==> src/design/u8d_pkg.sv <==
// Shared types and constants of the UTF-8 to code point decoder.
// Used by the front, queue, back and top level modules; depends on nothing.
package u8d_pkg;

  localparam int unsigned BYTE_W = 8;
  localparam int unsigned CP_W = 21;
  localparam int unsigned TDATA_OUT_W = 24;
  localparam int unsigned MAX_RES = 3;
  localparam int unsigned RES_CNT_W = 2;
  localparam int unsigned QUEUE_DEPTH_DEF = 2;

  localparam logic [CP_W-1:0] REPL_CP = 21'h00FFFD;

  typedef struct packed {
    logic [CP_W-1:0] cp;
    logic            repl;
  } u8d_res_t;

  // One queue entry: the results one input item causes, first result in res[0].
  typedef struct packed {
    logic [RES_CNT_W-1:0]    num;
    logic                    last;
    u8d_res_t [MAX_RES-1:0]  res;
  } u8d_job_t;

endpackage

==> src/design/u8d_front.sv <==
// Front part of the decoder: accepts bytes, tracks the open sequence and
// builds one queue entry per item that causes results. Depends on u8d_pkg.
module u8d_front (
  input  logic                        clk,
  input  logic                        rst,
  input  logic                        in_valid,
  output logic                        in_ready,
  input  logic [u8d_pkg::BYTE_W-1:0]  in_byte,
  input  logic                        end_of_text,
  input  logic                        q_full,
  output logic                        push,
  output u8d_pkg::u8d_job_t           push_job
);
  import u8d_pkg::*;

  logic [BYTE_W-1:0] held0, held1, held2;
  logic [BYTE_W-1:0] held0_next, held1_next, held2_next;
  logic [1:0]        held_count, held_count_next;
  logic [2:0]        seq_len, seq_len_next;
  logic              take;

  function automatic logic [2:0] lead_len(input logic [BYTE_W-1:0] b);
    if (b[7:5] == 3'b110) return 3'd2;
    if (b[7:4] == 4'b1110) return 3'd3;
    if (b[7:3] == 5'b11110) return 3'd4;
    return 3'd0;
  endfunction

  function automatic u8d_res_t plain(input logic [CP_W-1:0] cp);
    u8d_res_t r;
    r.cp = cp;
    r.repl = 1'b0;
    return r;
  endfunction

  function automatic u8d_res_t repl_res();
    u8d_res_t r;
    r.cp = REPL_CP;
    r.repl = 1'b1;
    return r;
  endfunction

  // A lone byte decoded as a fresh string: ASCII or a replacement.
  function automatic u8d_res_t single(input logic [BYTE_W-1:0] c);
    if (c[7] == 1'b0) return plain({13'd0, c});
    return repl_res();
  endfunction

  assign in_ready = !q_full;
  assign take = in_valid && in_ready;

  always_comb begin
    held0_next = held0;
    held1_next = held1;
    held2_next = held2;
    held_count_next = held_count;
    seq_len_next = seq_len;
    push = 1'b0;
    push_job.num = 2'd1;
    push_job.last = end_of_text;
    push_job.res = '0;
    if (take) begin
      if (seq_len == 3'd0) begin
        if (in_byte[7] == 1'b0) begin
          push = 1'b1;
          push_job.res[0] = plain({13'd0, in_byte});
        end else if (lead_len(in_byte) == 3'd0 || end_of_text) begin
          push = 1'b1;
          push_job.res[0] = repl_res();
        end else begin
          held0_next = in_byte;
          held_count_next = 2'd1;
          seq_len_next = lead_len(in_byte);
        end
      end else if ({1'b0, held_count} + 3'd1 >= seq_len) begin
        // The byte that completes the open sequence.
        push = 1'b1;
        case (seq_len)
          3'd2: push_job.res[0] = plain({10'd0, held0[4:0], in_byte[5:0]});
          3'd3: push_job.res[0] = plain({5'd0, held0[3:0], held1[5:0], in_byte[5:0]});
          default: push_job.res[0] = plain({held0[2:0], held1[5:0], held2[5:0],
                                            in_byte[5:0]});
        endcase
        held_count_next = 2'd0;
        seq_len_next = 3'd0;
      end else if (end_of_text) begin
        // The string ends inside a sequence: replace the lead and decode the
        // held followers and this byte again as a fresh string.
        push = 1'b1;
        push_job.res[0] = repl_res();
        if (held_count == 2'd1) begin
          push_job.num = 2'd2;
          push_job.res[1] = single(in_byte);
        end else if (held1[7] == 1'b0) begin
          push_job.num = 2'd3;
          push_job.res[1] = plain({13'd0, held1});
          push_job.res[2] = single(in_byte);
        end else if (lead_len(held1) == 3'd2) begin
          push_job.num = 2'd2;
          push_job.res[1] = plain({10'd0, held1[4:0], in_byte[5:0]});
        end else begin
          push_job.num = 2'd3;
          push_job.res[1] = repl_res();
          push_job.res[2] = single(in_byte);
        end
        held_count_next = 2'd0;
        seq_len_next = 3'd0;
      end else begin
        if (held_count == 2'd1) begin
          held1_next = in_byte;
        end else begin
          held2_next = in_byte;
        end
        held_count_next = held_count + 2'd1;
      end
    end
  end

  always_ff @(posedge clk) begin
    if (rst) begin
      held_count <= 2'd0;
      seq_len <= 3'd0;
    end else begin
      held_count <= held_count_next;
      seq_len <= seq_len_next;
    end
  end

  always_ff @(posedge clk) begin
    held0 <= held0_next;
    held1 <= held1_next;
    held2 <= held2_next;
  end

`ifndef ASSERT_OFF
  a_idle_empty: assert property (@(posedge clk) disable iff (rst)
    seq_len == 3'd0 |-> held_count == 2'd0)
    else $error("bytes held with no sequence open");
  a_open_count: assert property (@(posedge clk) disable iff (rst)
    seq_len != 3'd0 |-> held_count != 2'd0 && {1'b0, held_count} < seq_len)
    else $error("held byte count out of range for the open sequence");
`endif

endmodule

==> src/design/u8d_queue.sv <==
// Short queue of decoded entries between the front and back parts.
// Depends on u8d_pkg for the entry type.
module u8d_queue #(
  parameter int unsigned DEPTH = u8d_pkg::QUEUE_DEPTH_DEF
) (
  input  logic               clk,
  input  logic               rst,
  input  logic               push,
  input  u8d_pkg::u8d_job_t  push_job,
  input  logic               pop,
  output logic               full,
  output logic               not_empty,
  output u8d_pkg::u8d_job_t  head
);
  import u8d_pkg::*;

  localparam int unsigned PTR_W = (DEPTH > 1) ? $clog2(DEPTH) : 1;
  localparam int unsigned CNT_W = $clog2(DEPTH + 1);

  u8d_job_t         entries [DEPTH];
  logic [PTR_W-1:0] wptr, rptr;
  logic [CNT_W-1:0] count;

  function automatic logic [PTR_W-1:0] bump(input logic [PTR_W-1:0] p);
    if (p == PTR_W'(DEPTH - 1)) return '0;
    return p + PTR_W'(1);
  endfunction

  assign full = (count == CNT_W'(DEPTH));
  assign not_empty = (count != '0);
  assign head = entries[rptr];

  always_ff @(posedge clk) begin
    if (rst) begin
      wptr <= '0;
      rptr <= '0;
      count <= '0;
    end else begin
      if (push) wptr <= bump(wptr);
      if (pop) rptr <= bump(rptr);
      if (push && !pop) begin
        count <= count + CNT_W'(1);
      end else if (pop && !push) begin
        count <= count - CNT_W'(1);
      end
    end
  end

  always_ff @(posedge clk) begin
    if (push) entries[wptr] <= push_job;
  end

`ifndef ASSERT_OFF
  a_no_overflow: assert property (@(posedge clk) disable iff (rst)
    push |-> !full || pop)
    else $error("entry pushed into a full queue");
`endif

endmodule

==> src/design/u8d_back.sv <==
// Back part of the decoder: steps through the results of the head entry
// and drives the registered output stage. Depends on u8d_pkg.
module u8d_back (
  input  logic                       clk,
  input  logic                       rst,
  input  logic                       not_empty,
  input  u8d_pkg::u8d_job_t          head,
  output logic                       pop,
  output logic                       out_valid,
  input  logic                       out_ready,
  output logic [u8d_pkg::CP_W-1:0]   code_point,
  output logic                       is_replacement,
  output logic                       final_result
);
  import u8d_pkg::*;

  logic [RES_CNT_W-1:0] sub, sub_next;
  logic                 out_valid_next;
  logic                 load;
  logic                 at_end;
  u8d_res_t             cur;

  assign load = not_empty && (!out_valid || out_ready);
  assign at_end = (sub == head.num - RES_CNT_W'(1));
  assign cur = head.res[sub];
  assign pop = load && at_end;

  always_comb begin
    sub_next = sub;
    if (load) begin
      sub_next = at_end ? '0 : sub + RES_CNT_W'(1);
    end
    if (load) begin
      out_valid_next = 1'b1;
    end else if (out_ready) begin
      out_valid_next = 1'b0;
    end else begin
      out_valid_next = out_valid;
    end
  end

  always_ff @(posedge clk) begin
    if (rst) begin
      sub <= '0;
      out_valid <= 1'b0;
    end else begin
      sub <= sub_next;
      out_valid <= out_valid_next;
    end
  end

  always_ff @(posedge clk) begin
    if (load) begin
      code_point <= cur.cp;
      is_replacement <= cur.repl;
      final_result <= head.last && at_end;
    end
  end

`ifndef ASSERT_OFF
  a_entry_nonempty: assert property (@(posedge clk) disable iff (rst)
    not_empty |-> head.num != '0)
    else $error("queue entry carries no result");
  a_sub_in_range: assert property (@(posedge clk) disable iff (rst)
    not_empty |-> sub < head.num)
    else $error("result index beyond the head entry");
`endif

endmodule

==> src/design/utf8_to_code_point_decoder_unit.sv <==
// Top level of the UTF-8 to code point decoder.
// Instantiates u8d_front, u8d_queue and u8d_back; uses u8d_pkg.
//
//   channel  | direction | tdata            | tuser          | tlast
//   s_axis   | in        | in_byte[7:0]     | none           | end_of_text
//   m_axis   | out       | code_point[20:0] | is_replacement | final_result
//
// A byte is taken every cycle while the queue has room; the back part emits
// one result per cycle from a registered output stage, unless the output stalls or the queue is empty.
// A byte that ends a string inside a sequence yields up to three results,
// which the back part emits one after another from that entry.
// Synchronous active-high reset clears the sequence state, queue and output.
// Output stalls fill the queue, then lower s_axis_tready.
module utf8_to_code_point_decoder_unit #(
  parameter int unsigned QUEUE_DEPTH = u8d_pkg::QUEUE_DEPTH_DEF
) (
  input  logic        clk,
  input  logic        rst,
  input  logic        s_axis_tvalid,
  output logic        s_axis_tready,
  input  logic [7:0]  s_axis_tdata,   // in_byte
  input  logic        s_axis_tlast,   // end_of_text
  output logic        m_axis_tvalid,
  input  logic        m_axis_tready,
  output logic [23:0] m_axis_tdata,   // code_point, then zero fill
  output logic        m_axis_tuser,   // is_replacement
  output logic        m_axis_tlast    // final_result
);
  import u8d_pkg::*;

  logic            q_full;
  logic            q_not_empty;
  logic            push;
  logic            pop;
  u8d_job_t        push_job;
  u8d_job_t        head;
  logic [CP_W-1:0] code_point;

  u8d_front u_front (
    .clk         (clk),
    .rst         (rst),
    .in_valid    (s_axis_tvalid),
    .in_ready    (s_axis_tready),
    .in_byte     (s_axis_tdata),
    .end_of_text (s_axis_tlast),
    .q_full      (q_full),
    .push        (push),
    .push_job    (push_job)
  );

  u8d_queue #(
    .DEPTH (QUEUE_DEPTH)
  ) u_queue (
    .clk       (clk),
    .rst       (rst),
    .push      (push),
    .push_job  (push_job),
    .pop       (pop),
    .full      (q_full),
    .not_empty (q_not_empty),
    .head      (head)
  );

  u8d_back u_back (
    .clk            (clk),
    .rst            (rst),
    .not_empty      (q_not_empty),
    .head           (head),
    .pop            (pop),
    .out_valid      (m_axis_tvalid),
    .out_ready      (m_axis_tready),
    .code_point     (code_point),
    .is_replacement (m_axis_tuser),
    .final_result   (m_axis_tlast)
  );

  assign m_axis_tdata = {(TDATA_OUT_W - CP_W)'(0), code_point};

endmodule

==> config.mk <==
export PLATFORM = sky130hd
export DESIGN_NAME = utf8_to_code_point_decoder_unit
export DESIGN_NICKNAME = d
export VERILOG_FILES = /design/src/design/u8d_pkg.sv /design/src/design/u8d_front.sv /design/src/design/u8d_queue.sv /design/src/design/u8d_back.sv /design/src/design/utf8_to_code_point_decoder_unit.sv
export SDC_FILE = /design/constraint.sdc
export NUM_CORES = 1
export LEC_CHECK = 0
export ABC_CLOCK_PERIOD_IN_PS = 5530
export BUFFER_PORTS_ARGS = -buffer_cell sky130_fd_sc_hd__buf_4
export CELL_PAD_IN_SITES_DETAIL_PLACEMENT = 0
export CELL_PAD_IN_SITES_GLOBAL_PLACEMENT = 1
export CORE_ASPECT_RATIO = 0.8
export CORE_UTILIZATION = 50
export DETAILED_ROUTE_END_ITERATION = 8
export GPL_ROUTABILITY_DRIVEN = 0
export PLACE_DENSITY = 0.87
export SLEW_MARGIN = 20
export SYNTH_ARGS = -nofsm -noshare
export SYNTH_HDL_FRONTEND = slang
export SYNTH_SLANG_ARGS = --single-unit
==> constraint.sdc <==
create_clock -name clk -period 5.53 [get_ports clk]
set_input_delay 1.3825 -clock clk [delete_from_list [all_inputs] [get_ports clk]]
set_output_delay 1.3825 -clock clk [all_outputs]
set_load 0.1 [all_outputs]
* After elaboration in Yosys (flattened, before gate mapping)
Memory sizes are Yosys's and may differ from the RTL's. A register that Yosys moved wholly into a read port is not among the register bits. Index checks and enable logic that the tools add are counted.
Cells by class: reductions and logical operators 23, magnitude comparators 2, eq/ne operators 14, add/subtract/negate cells 8, multiplexer cells 159, bitwise logic cells 5
Operator list (count):
- 2-to-1 mux 22 bit | 10
- 2-to-1 mux 44 bit | 3
- 2-to-1 mux 66 bit | 2
- 2-to-1 mux 1 bit | 96
- 2-to-1 mux 3 bit | 29
- 2-to-1 mux 17 bit | 3
- binary-select mux 22 bit (select 2 bit) | 1
- one-hot mux 22 bit (2 select lines) | 1
- 2-to-1 mux 2 bit | 14
- == test 5 bit (second input constant) | 2
- AND reduction 5 bit | 2
- == test 3 x 2 -> 1 bit (second input constant) | 3
- == test 4 bit (second input constant) | 2
- AND reduction 4 bit | 2
- adder 2 x 1 -> 2 bit (second input constant) | 3
- == test 3 bit (second input constant) | 2
- logical AND 1 bit | 6
- zero test 3 bit | 2
- nonzero test 2 bit | 3
- NOT 1 bit | 5
- zero test 1 bit | 4
- inequality test 2 bit (second input constant) | 2
- subtractor 2 x 1 -> 2 bit (second input constant) | 2
- adder 2 x 1 -> 3 bit (second input constant) | 1
- other kinds (9) | 11
Word-level totals: output and inout port bits 28, RAM bits 138, bits of input ports 13, register bits 54, memories 1
Memory list:
- u_queue.entries | depth 2, bits a word 69, rd ports 1, clocked after memory_dff 1, write ports 1, RTL line u8d_queue.sv:20 | u8d_job_t entries [DEPTH];

* Depth between registers and ports, before layout
Gate-level depths: netlist of the first run.
word-level depth 48, mapped depth 12

* Modules after synthesis
Synthesis of the first run repeated with hierarchy kept, for this count alone.
Unflattened totals: cell total of the unflattened synthesis 587, area total of the unflattened synthesis 8553.2 um^2
Modules (own cells, without submodules):
- u8d_queue | area each 5228.8 um^2, cells each 237, seq. area each 4244.1 um^2, times used 1
- u8d_front | area each 1966.9 um^2, cells each 226, seq. area each 670.6 um^2, times used 1
- u8d_back | area each 1331.3 um^2, cells each 120, seq. area each 750.7 um^2, times used 1
- utf8_to_code_point_decoder_unit | area each 26.3 um^2, cells each 4, seq. area each 0.0 um^2, times used 1

* Worst setup path after synthesis of the first run
OpenSTA, ideal clock, no wires.
path kind input-to-reg, start input s_axis_tdata[3], end memory u_queue.entries[0][0] (netlist name), enable pin, cell stages on the path 4, data arrival time 3942 ps, setup time 453 ps, path slack 1135 ps, required time 5077 ps, cell sequence and3_2 > or4_4 > o311a_4 > nor2b_1
On the way: longest elaborated chain between the ends 21, elaborated cells on any way between the ends 22, those cells by class eq/ne: 1; mux: 19; reduce/logical: 2
Ends and longest elaborated chain:
- start: declaration | RTL line utf8_to_code_point_decoder_unit.sv:21 | input logic [7:0] s_axis_tdata,
- == test 5 bit (*) | RTL line u8d_front.sv:25 | if (b[7:3] == 5'b11110) return 3'd4;
- 2-to-1 mux 1 bit (2 in a row) | RTL line u8d_front.sv:25
- 2-to-1 mux 1 bit | RTL line u8d_front.sv:24 | if (b[7:4] == 4'b1110) return 3'd3;
- 2-to-1 mux 1 bit | RTL line u8d_front.sv:64 | if (in_byte[7] == 1'b0) begin
- 2-to-1 mux 1 bit | RTL line u8d_front.sv:63 | if (seq_len == 3'd0) begin
- 2-to-1 mux 1 bit | RTL line u8d_front.sv:62 | if (take) begin
- 2-to-1 mux 3 bit (*) | RTL line u8d_front.sv:26 | return 3'd0;
- 2-to-1 mux 3 bit (*) | RTL line u8d_front.sv:25
- [... 5 more ...]
- logical OR 1 bit (*) | RTL line u8d_front.sv:67 | end else if (lead_len(in_byte) == 3'd0 || end_of_text) begin
- 2-to-1 mux 1 bit (*) | RTL line u8d_front.sv:67
- 2-to-1 mux 1 bit (*) | RTL line u8d_front.sv:64
- 2-to-1 mux 1 bit (*) | RTL line u8d_front.sv:63
- 2-to-1 mux 1 bit (*) | RTL line u8d_front.sv:62
- named net push | RTL line utf8_to_code_point_decoder_unit.sv:33 | logic push;
- 2-to-1 mux 1 bit (*) | RTL line u8d_queue.sv:50 | if (push) entries[wptr] <= push_job;
- 2-to-1 mux 1 bit (implied by the code) (*) | RTL line u8d_queue.sv:50
- end: declaration | RTL line u8d_queue.sv:20
Mark *: on every way through the listed nets, which the timed path passes. The rest lies on a longest branch. The select of a mux whose other input is x is not followed.

* Final worst setup path of the first run
start register u_front.held_count[1], end memory u_queue.entries[0][45] (netlist name), enable pin
On the way: longest elaborated chain between the ends 7
Ends and longest elaborated chain:
- start: declaration | RTL line u8d_front.sv:18 | logic [1:0] held_count, held_count_next;
- start signal: assignment | RTL line u8d_front.sv:124 | held_count <= held_count_next;
- adder 2 x 1 -> 3 bit | RTL line u8d_front.sv:75 | end else if ({1'b0, held_count} + 3'd1 >= seq_len) begin
- greater-or-equal comparator 3 bit | RTL line u8d_front.sv:75
- 2-to-1 mux 1 bit | RTL line u8d_front.sv:75
- 2-to-1 mux 1 bit | RTL line u8d_front.sv:63
- 2-to-1 mux 1 bit | RTL line u8d_front.sv:62
- named net push | RTL line utf8_to_code_point_decoder_unit.sv:33
- 2-to-1 mux 1 bit | RTL line u8d_queue.sv:50
- 2-to-1 mux 1 bit (implied by the code) | RTL line u8d_queue.sv:50
The timed path passes the listed nets, and every way through them passes these cells.

==> results of run 1 <==
[stage by stage]
step	setup WS, ps	hold slack, ps
global route	1677	506.8
floorplan	1135	453.0
CTS	1872	480.3
global placement	1945	466.6
detailed placement	1861	471.8
finish	1947	477.4
[power breakdown]
group	switching [mW]	internal [mW]
clock	0.434	0.568
sequential	0.0687	1.49
combinational	1.10	0.363
[layer usage]
layer / routed length (µm) / share of wire (%)
met5: 0 / 0
met4: 153 / 1.2
met3: 948 / 7.4
met2: 5961 / 46
met1: 5816 / 45
[critical path: stages, from the launching register on]
cell and delay [ps]:
dfxtp_1 340, inv_1 50, ha_1 290, inv_1 50, ha_1 270, nand2_1 60, o21ai_1 660, o311a_4 360
nor2b_4 790, buf_4 370
[cells by family (layout without fill, tap and decap cells)]
kind of cell	after synthesis	count (layout)	share of synthesized area (%)
compound gates	88	88	8.515
simple gates	127	127	10.20
buf+inv	45	93	3.196
other cells	1	3	0.05949
fa+ha+maj	6	6	1.191
mux	42	42	8.873
flops	145	145	67.01
xor+xnor	6	6	0.9528
[sequential cells by signal, indices dropped and copies added (netlist names), 2 cells and up, named ones only]
name	cells
u_queue.entries	90
u_back.code_point	21
u_front.held1	8
u_front.held2	6
u_front.held0	5
u_front.seq_len	3
u_back.sub	2
u_front.held_count	2
u_queue.count	2
[synth_stat cells, types with 5 or more instances]
cell type,count
o211ai_1,5
inv_1,20
buf_2,5
a21oi_1,29
mux4_2,11
edfxtp_1,132
mux2i_1,30
clkbuf_1,13
nor3_1,7
o21ai_0,23
and2_1,7
ha_1,6
nand2b_1,5
dfxtp_1,13
buf_4,5
or3_1,5
nand3_1,7
nor2_1,49
nand2_1,24
nor2b_1,6
o22ai_1,11
[path summary, 6_finish.rpt]
kind | startpoint | endpoint | slack [ps] | cells after the start
hold / removal | u_front.held_count[1] | u_front.held_count[1] | 480 | 2
setup reg to reg | u_front.held_count[1] | u_queue.entries[0][45] | 1950 | 9
hold reg to reg | u_front.held_count[1] | u_front.held_count[1] | 480 | 2
setup / recovery | u_front.held_count[1] | u_queue.entries[0][45] | 1950 | 9
[final cells by class]
type / instances / area share, %
clock buffers: 18 / 5.922
well taps: 171 / 2.952
flip-flops and latches: 145 / 58.30
repair buffers: 42 / 4.351
multi-input cells: 272 / 26.19
clock inverters: 13 / 1.243
inverters: 20 / 1.036
==> results.yml, run 1 <==
timing:
  max_freq_mhz: 279.1
  setup_viol: 0
  period_share_pct: 64.79
  skew_ps: 6.936
  final.min_clock_period_ps: 3583
  relSlewSlack_pct: 36.68
  hold_viol: 0
  rsz0062_at_grt: "false"
  slew_viol_final: 0
  setup-tns-final_ps: 0
  max_slew.worst_pin.slew_ps: 947.9
floorplan:
  die_width_um: 127.5
  core_um2: 12250
  ios: 41
  die_area_um2: 13060
  die_h_um: 102.4
  fp-row-count: 36
  start_util_pct: 51.45
power:
  p_total_mw: 4.026
  pwr_density_cell_nw_per_um2: 555.5
  vdd_drop_max_v: 0.0003763
  p_leak_nw: 2.546
clocking:
  ctsResizeCount: 0
  hold_buffers: 0
  clockRootBuffer: "clkbuf_16"
  postCtsSetupBuffers: 0
  clkLatencyLatePin_ps: 420
  cts_inserted_buffers: 17
  cts_sinks: 145
  htreeDepth: 4
  path_clk_slew_ps: 60
  tritoncts: "built"
  cts_buffer_depth: 2
finish:
  diodes: 0
  area_growth_pct: 14.97
  design_area_um2: 7247
  utilization_pct: 59.15
  final_cells: 681
  fillers: 974
  final_common_cell: "edfxtp_1"
  fin_nets: 517
  layout-drive-gt1-share_pct: 19.41
  multi_input_area_um2: 1898
  seq_area_um2: 4225
  final_cell_mix: "edfxtp_1, nor2_1, buf_4, mux2i_1, a21oi_1"
synthesis:
  ys_ff_latch: 145
  ys_types: 51
  syn-cell-area_um2: 6304
  synthArstFlopShare_pct: 0
  syn_area_per_cell_um2: 13.70
  synth_top_area_share_pct: 62.88
  synthCells: 460
  synthFlopType: "edfxtp_1"
  synth_edf_count: 132
  ys_seq_area_share_pct: 67.01
  yosys_warnings: 0
  synth_area_leaders: "edfxtp_1, mux2i_1, dfxtp_1, mux4_2, nor2_1"
  synth_top_area_cell: "edfxtp_1"
grt:
  antenna_found_initial: 0
  grtUsageMet2_pct: 31.95
  met3_usage_pct: 5.026
  grt.overflow.total: 0
  grt_pass1_vias: 3641
  grt_busiest_layer: "met2"
  track_usage_pct: 21.22
  grt_max_degree: 46
  grt_pass1_wl_mm: 20.04
  grtUsageMet1_pct: 30.37
detailed_routing:
  vias_per_cell: 5.709
  firstDrtPassIters: 5
  drt_wl_total_mm: 12.88
  wl_per_cell_um: 18.91
  vias: 3888
  drc_errors: 0
  antenna_left: 0
  drtIter0Drc: 354
job:
  cap_violations: 0
placed_design:
  hpwlAfterDp_mm: 8.599
  port_buffers: 37
  placedCellCount: 650
  place_area_um2: 6726
worst_hold_path:
  min_path_type: "flop to flop"
setup_path:
  critPathKind: "flop to flop"
  critical_path_required_ps: 5640
  critical_path_arrival_ps: 3690
  start_kind: "flop"
  crit_path_end_kind: "flop"
  crit_fanout: 31
run_status:
  status: "completed"
Power figures use the tool's default switching activity.
==> inputs of run 2 (changes only) <==
- ABC_CLOCK_PERIOD_IN_PS: 5530 -> 2900
- CORE_UTILIZATION: 50 -> 45
- PLACE_DENSITY: 0.87 -> 0.83
- clock period: 5.53 -> 2.9 ns (I/O delays scaled with it)
==> run 2 against run 1 <==
Worst hold slack improved by 39 ps. Non-clock buffer count up 24. Combinational power is 100% higher. Largest cell class unchanged. Setup slack worse by 1800 ps.
==> results.yml, run 2 (synthesis gave the netlist of run 1 again) <==
clocking:
  cts_sinks: 145
  clockRootBuffer: "clkbuf_16"
  tritoncts: "built"
  cts_buffer_depth: 2
  path_clk_slew_ps: 60
  htreeDepth: 4
  clkLatencyLatePin_ps: 410
  cts_inserted_buffers: 17
  ctsResizeCount: 0
run_status:
  status: "completed"
setup_path:
  start_kind: "flop"
  cp.buffers_inverters: 2
  cp-startpoint: "u_front.held_count[1]"
  reg2regPathDepth: 10
  r2r-start: "u_front.held_count[1]"
  critPathTopFamily: "compound AO/OA/AOI/OAI gates"
  critPathKind: "flop to flop"
  crit_slowest_cell: "o311a_4"
  r2r_setup_slack_ps: 150
  crit_cells: 10
  critical_path_arrival_ps: 3090
  slowest_delay_ps: 400
  crit_fanout: 6
  crit_path_end: "u_queue.count[1]"
  crit_chain: "buf_4 > ha_1 > ha_1 > a21oi_1 > o21ai_1 > o311a_4 > buf_4 > ha_1 > or3_1 > a21oi_1"
  cpMostUsedCell: "ha_1"
  critical_path_required_ps: 3240
  r2r-end: "u_queue.count[1]"
  crit_path_end_kind: "flop"
timing:
  setup_ws_ps: 149.0
  hold_viol: 0
  max_slew.worst_pin.slew_ps: 1045
  max_freq_mhz: 363.5
  relSlewSlack_pct: 30.16
  rsz0062_at_grt: "false"
  final.min_clock_period_ps: 2751
  skew_ps: 7.844
  setup_viol: 0
  period_share_pct: 94.86
  slew_viol_final: 0
grt:
  grt_pass1_wl_mm: 20.89
  antenna_found_initial: 0
  grt_pass1_vias: 3782
  grt.overflow.total: 0
  grt_max_degree: 37
  track_usage_pct: 19.76
floorplan:
  die_h_um: 107.9
  die_area_um2: 14490
  start_util_pct: 46.36
  fp-row-count: 38
  die_width_um: 134.3
  core_um2: 13600
  ios: 41
finish:
  final_cell_mix: "edfxtp_1, buf_4, nor2_1, mux2i_1, a21oi_1"
  final_common_cell: "edfxtp_1"
  fin_nets: 542
  diodes: 0
  area_growth_pct: 20.15
  reg_top3: "u_queue.entries: 90 flops, u_back.code_point: 21 flops, u_front.held1: 8 flops"
  largest_reg_flops: 90
  layout-drive-gt1-share_pct: 23.13
  multi_input_area_um2: 1911
  regMostFlops: "u_queue.entries"
  seq_area_um2: 4225
  fillers: 1124
placed_design:
  place_ws_ps: -129.1
  hpwlAfterDp_mm: 9.060
  port_buffers: 37
power:
  p_leak_nw: 2.736
  power.internal_mw: 5.076
  p_total_mw: 8.179
  pwr_density_cell_nw_per_um2: 1080
  switchingPower_mw: 3.103
  vdd_drop_max_v: 0.0007188
  power_frac_seq_pct: 36.3
  clockPowerShare_pct: 27.7
  switching_share_pct: 37.93
  p_comb_share_pct: 36.0
detailed_routing:
  wl_per_cell_um: 18.27
  firstDrtPassIters: 7
  drtIter0Drc: 347
  drt_wl_total_mm: 13.08
  vias: 3939
  vias_per_cell: 5.501
  antenna_left: 0
  drc_errors: 0
job:
  cap_violations: 0
worst_hold_path:
  hp-start: "u_queue.rptr"
  min_path_type: "flop to flop"
==> run 2: cell count changes in the layout (fill, tap and decap cells not counted), moves of 2 or more <==
cell,change
buf_4,+22
bufinv_16,+4
clkinvlp_4,-4
buf_12,+2
clkinv_4,+2
==> run 2: cell type report <==
class	instances	share of cell area, %
Clock buffer	18	5.667
Clock inverter	14	2.478
Inverter	20	0.9912
Multi-Input combinational cell	273	25.23
Sequential cell	145	55.79
Tap cell	180	2.974
Timing Repair Buffer	66	6.873
==> run 2: power by group through the flow <==
| stage | clock network [mW] | registers, mW | logic [mW] |
|---|---|---|---|
| 2_1_floorplan | 0 | 4.23 | 1.02 |
| 4_1_cts | 2.28 | 2.97 | 2.96 |
| 3_5_place_dp | 0 | 3.01 | 2.94 |
| 5_1_grt | 2.38 | 3.00 | 3.11 |
| 3_3_place_gp | 0 | 2.99 | 2.90 |
| 6_report | 2.27 | 2.97 | 2.95 |
==> run 2: timing repair <==
item / CTS / global route
hold buffers: 0 / 0
buffers inserted: 0 / 0
setup endpoints to repair: 9 / 0
==> run 2: per-layer routing <==
layer  vias to the layer above  part of all wire [%]  track usage [%]
li1                       1842                     -                -
met1                      1926                    46            28.50
met2                       160                    46            30.50
met3                        11                   7.3            4.049
met4                         0                  0.61            5.217
met5                         -                     0                0
==> run 2: through the flow <==
step / utilization (%) / cells / area, µm² / hold slack [ps] / setup TNS (ps)
after floorplan: - / 462 / 6320 / 453.0 / 0
after global placement: 51.06 / 683 / 6943 / 494.9 / -174.3
after detailed placement: 51.06 / 683 / 6943 / 499.7 / -1160
after CTS: 55.66 / 716 / 7569 / 513.3 / 0
after global routing: 55.70 / 716 / 7574 / 529.4 / 0
final: 55.70 / 716 / 7574 / 516.1 / 0
==> run 2: how the worst min path moves through the flow <==
stage,endpoint,slack [ps],depth (start not counted)
2_1_floorplan,u_front.held_count[1],450,2
3_3_place_gp,u_queue.rptr,490,2
3_5_place_dp,u_queue.rptr,500,2
4_1_cts,u_queue.rptr,510,2
5_1_grt,u_front.held1[6],530,1
6_report,u_queue.rptr,520,2
==> run 2: worst register-to-register path: stages, from the launching register on <==
cell and delay, ps:
dfxtp_1 320, buf_4 130, ha_1 170, ha_1 320, a21oi_1 210, o21ai_1 140, o311a_4 400, buf_4 170
ha_1 330, or3_1 350, a21oi_1 130
==> inputs of run 3 (changes only) <==
- CELL_PAD_IN_SITES_DETAIL_PLACEMENT: 0 -> not set
- CELL_PAD_IN_SITES_GLOBAL_PLACEMENT: 1 -> not set
- CORE_UTILIZATION: 45 -> 50
- PLACE_DENSITY: 0.83 -> 0.78
==> run 3 against run 2 <==
Final cell count fell by 3.6%. Clock-buffer cell count fell by 1. Critical path type unchanged. Sequential share of layout area rose by 1.0 points. Register-to-register slack improved by 100 ps. Largest power group unchanged. Flip-flop and latch count did not move. Clock skew barely moved. Via count rose by 1.1%. Clock power rose by 2%. Utilization rose by 5.0 points. Critical endpoint is now u_front.held2[0].
==> results.yml, run 3 (synthesis gave the netlist of run 1 again) <==
setup_path:
  critical_path_required_ps: 3020
  crit_chain: "inv_1 > ha_1 > inv_1 > ha_1 > a21oi_1 > o21ai_1 > buf_4 > or3_2 > nor3_1 > buf_4"
  slowest_delay_ps: 500
  start_kind: "flop"
  crit_fanout: 10
  critical_path_arrival_ps: 2780
  critPathTopFamily: "simple AND/OR/NAND/NOR gates"
  crit_path_end_kind: "flop"
  cp-startpoint: "u_front.held_count[1]"
  critPathKind: "flop to flop"
  r2r-start: "u_front.held_count[1]"
  cp.buffers_inverters: 4
  crit_slowest_cell: "or3_2"
grt:
  grt.overflow.total: 0
  grt_max_degree: 46
  track_usage_pct: 21.80
  grt_pass1_vias: 3765
  antenna_found_initial: 0
  grt_pass1_wl_mm: 20.58
detailed_routing:
  wl_per_cell_um: 19.10
  vias: 3984
  drc_errors: 0
  drt_wl_total_mm: 13.18
  vias_per_cell: 5.774
  drtIter0Drc: 347
  antenna_left: 0
  firstDrtPassIters: 5
timing:
  rsz0062_at_grt: "false"
  max_slew.worst_pin.slew_ps: 1030
  period_share_pct: 91.42
  max_freq_mhz: 377.2
  skew_ps: 7.809
  final.min_clock_period_ps: 2651
  hold-worst-slack_ps: 492.9
  setup_viol: 0
  slew_viol_final: 0
  hold_viol: 0
  relSlewSlack_pct: 31.19
  setup-tns-final_ps: 0
floorplan:
  core_um2: 12250
  die_width_um: 127.5
  die_area_um2: 13060
  start_util_pct: 51.45
  die_h_um: 102.4
  fp-row-count: 36
  ios: 41
power:
  vdd_drop_max_v: 0.0008707
  p_leak_nw: 2.648
  pwr_density_cell_nw_per_um2: 1095
  p_total_mw: 8.144
finish:
  fin_nets: 524
  fillers: 931
  area_growth_pct: 18.00
  final_cell_mix: "edfxtp_1, nor2_1, buf_4, mux2i_1, a21oi_1"
  regMostFlops: "u_queue.entries"
  layout-drive-gt1-share_pct: 21.04
  reg_top3: "u_queue.entries: 90 flops, u_back.code_point: 21 flops, u_front.held1: 8 flops"
  largest_reg_flops: 90
  final_common_cell: "edfxtp_1"
clocking:
  cts_inserted_buffers: 17
  hold_buffers: 0
  clockRootBuffer: "clkbuf_16"
  path_clk_slew_ps: 60
  postCtsSetupBuffers: 0
  htreeDepth: 4
  tritoncts: "built"
  clkLatencyLatePin_ps: 420
  cts_sinks: 145
  ctsResizeCount: 0
  cts_buffer_depth: 2
placed_design:
  port_buffers: 37
  hpwlAfterDp_mm: 8.720
worst_hold_path:
  min_path_type: "flop to flop"
  hp-start: "u_front.held_count[1]"
job:
  cap_violations: 0
run_status:
  status: "completed"
run 3: report_power, final:
part	internal (mW)	total (mW)	switching, mW
clock network	1.45	2.32	0.872
logic	0.720	2.83	2.11
registers	2.85	2.99	0.145
total	5.02	8.14	3.13
run 3: cell type report:
cell class	count	area (µm²)	area share [%]
multi-input cells	272	1897	25.50
flip-flops and latches	145	4225	56.80
repair buffers	49	392.9	5.282
clock inverters	15	206.4	2.775
diodes	1	2.502	0.03364
inverters	20	75.07	1.009
clock buffers	17	425.4	5.719
well taps	171	214.0	2.876
run 3: final timing paths:
path,to,slack (ps),cells past startpoint
setup reg to reg,u_front.held2[0],250,10
hold / removal,u_front.held_count[1],490,2
setup / recovery,u_front.held2[0],250,10
hold reg to reg,u_front.held_count[1],490,2
run 3: metrics by stage:
step | instance area (µm²) | worst slack [ps] | std cells | utilization [%]
floorplan | 6320 | 36.65 | 462 | -
global placement | 6804 | 258.7 | 657 | 55.54
detailed placement | 6804 | 227.0 | 657 | 55.54
CTS | 7436 | 296.0 | 689 | 60.69
global route | 7436 | 167.5 | 689 | 60.69
finish | 7438 | 248.8 | 690 | 60.71
run 3: worst min-delay path, cell delays in order (launching register included):
cell and delay (ps):
dfxtp_1 330, nand2_1 60, a21oi_1 60
run 3: metal layers:
| metal | wire length [µm] | vias to the layer above | track usage [%] |
|---|---|---|---|
| met4 | 213 | 0 | 9.615 |
| met5 | 0 | - | 0 |
| met3 | 954 | 15 | 5.131 |
| li1 | - | 1807 | - |
| met1 | 5702 | 1967 | 29.27 |
| met2 | 6305 | 195 | 34.30 |
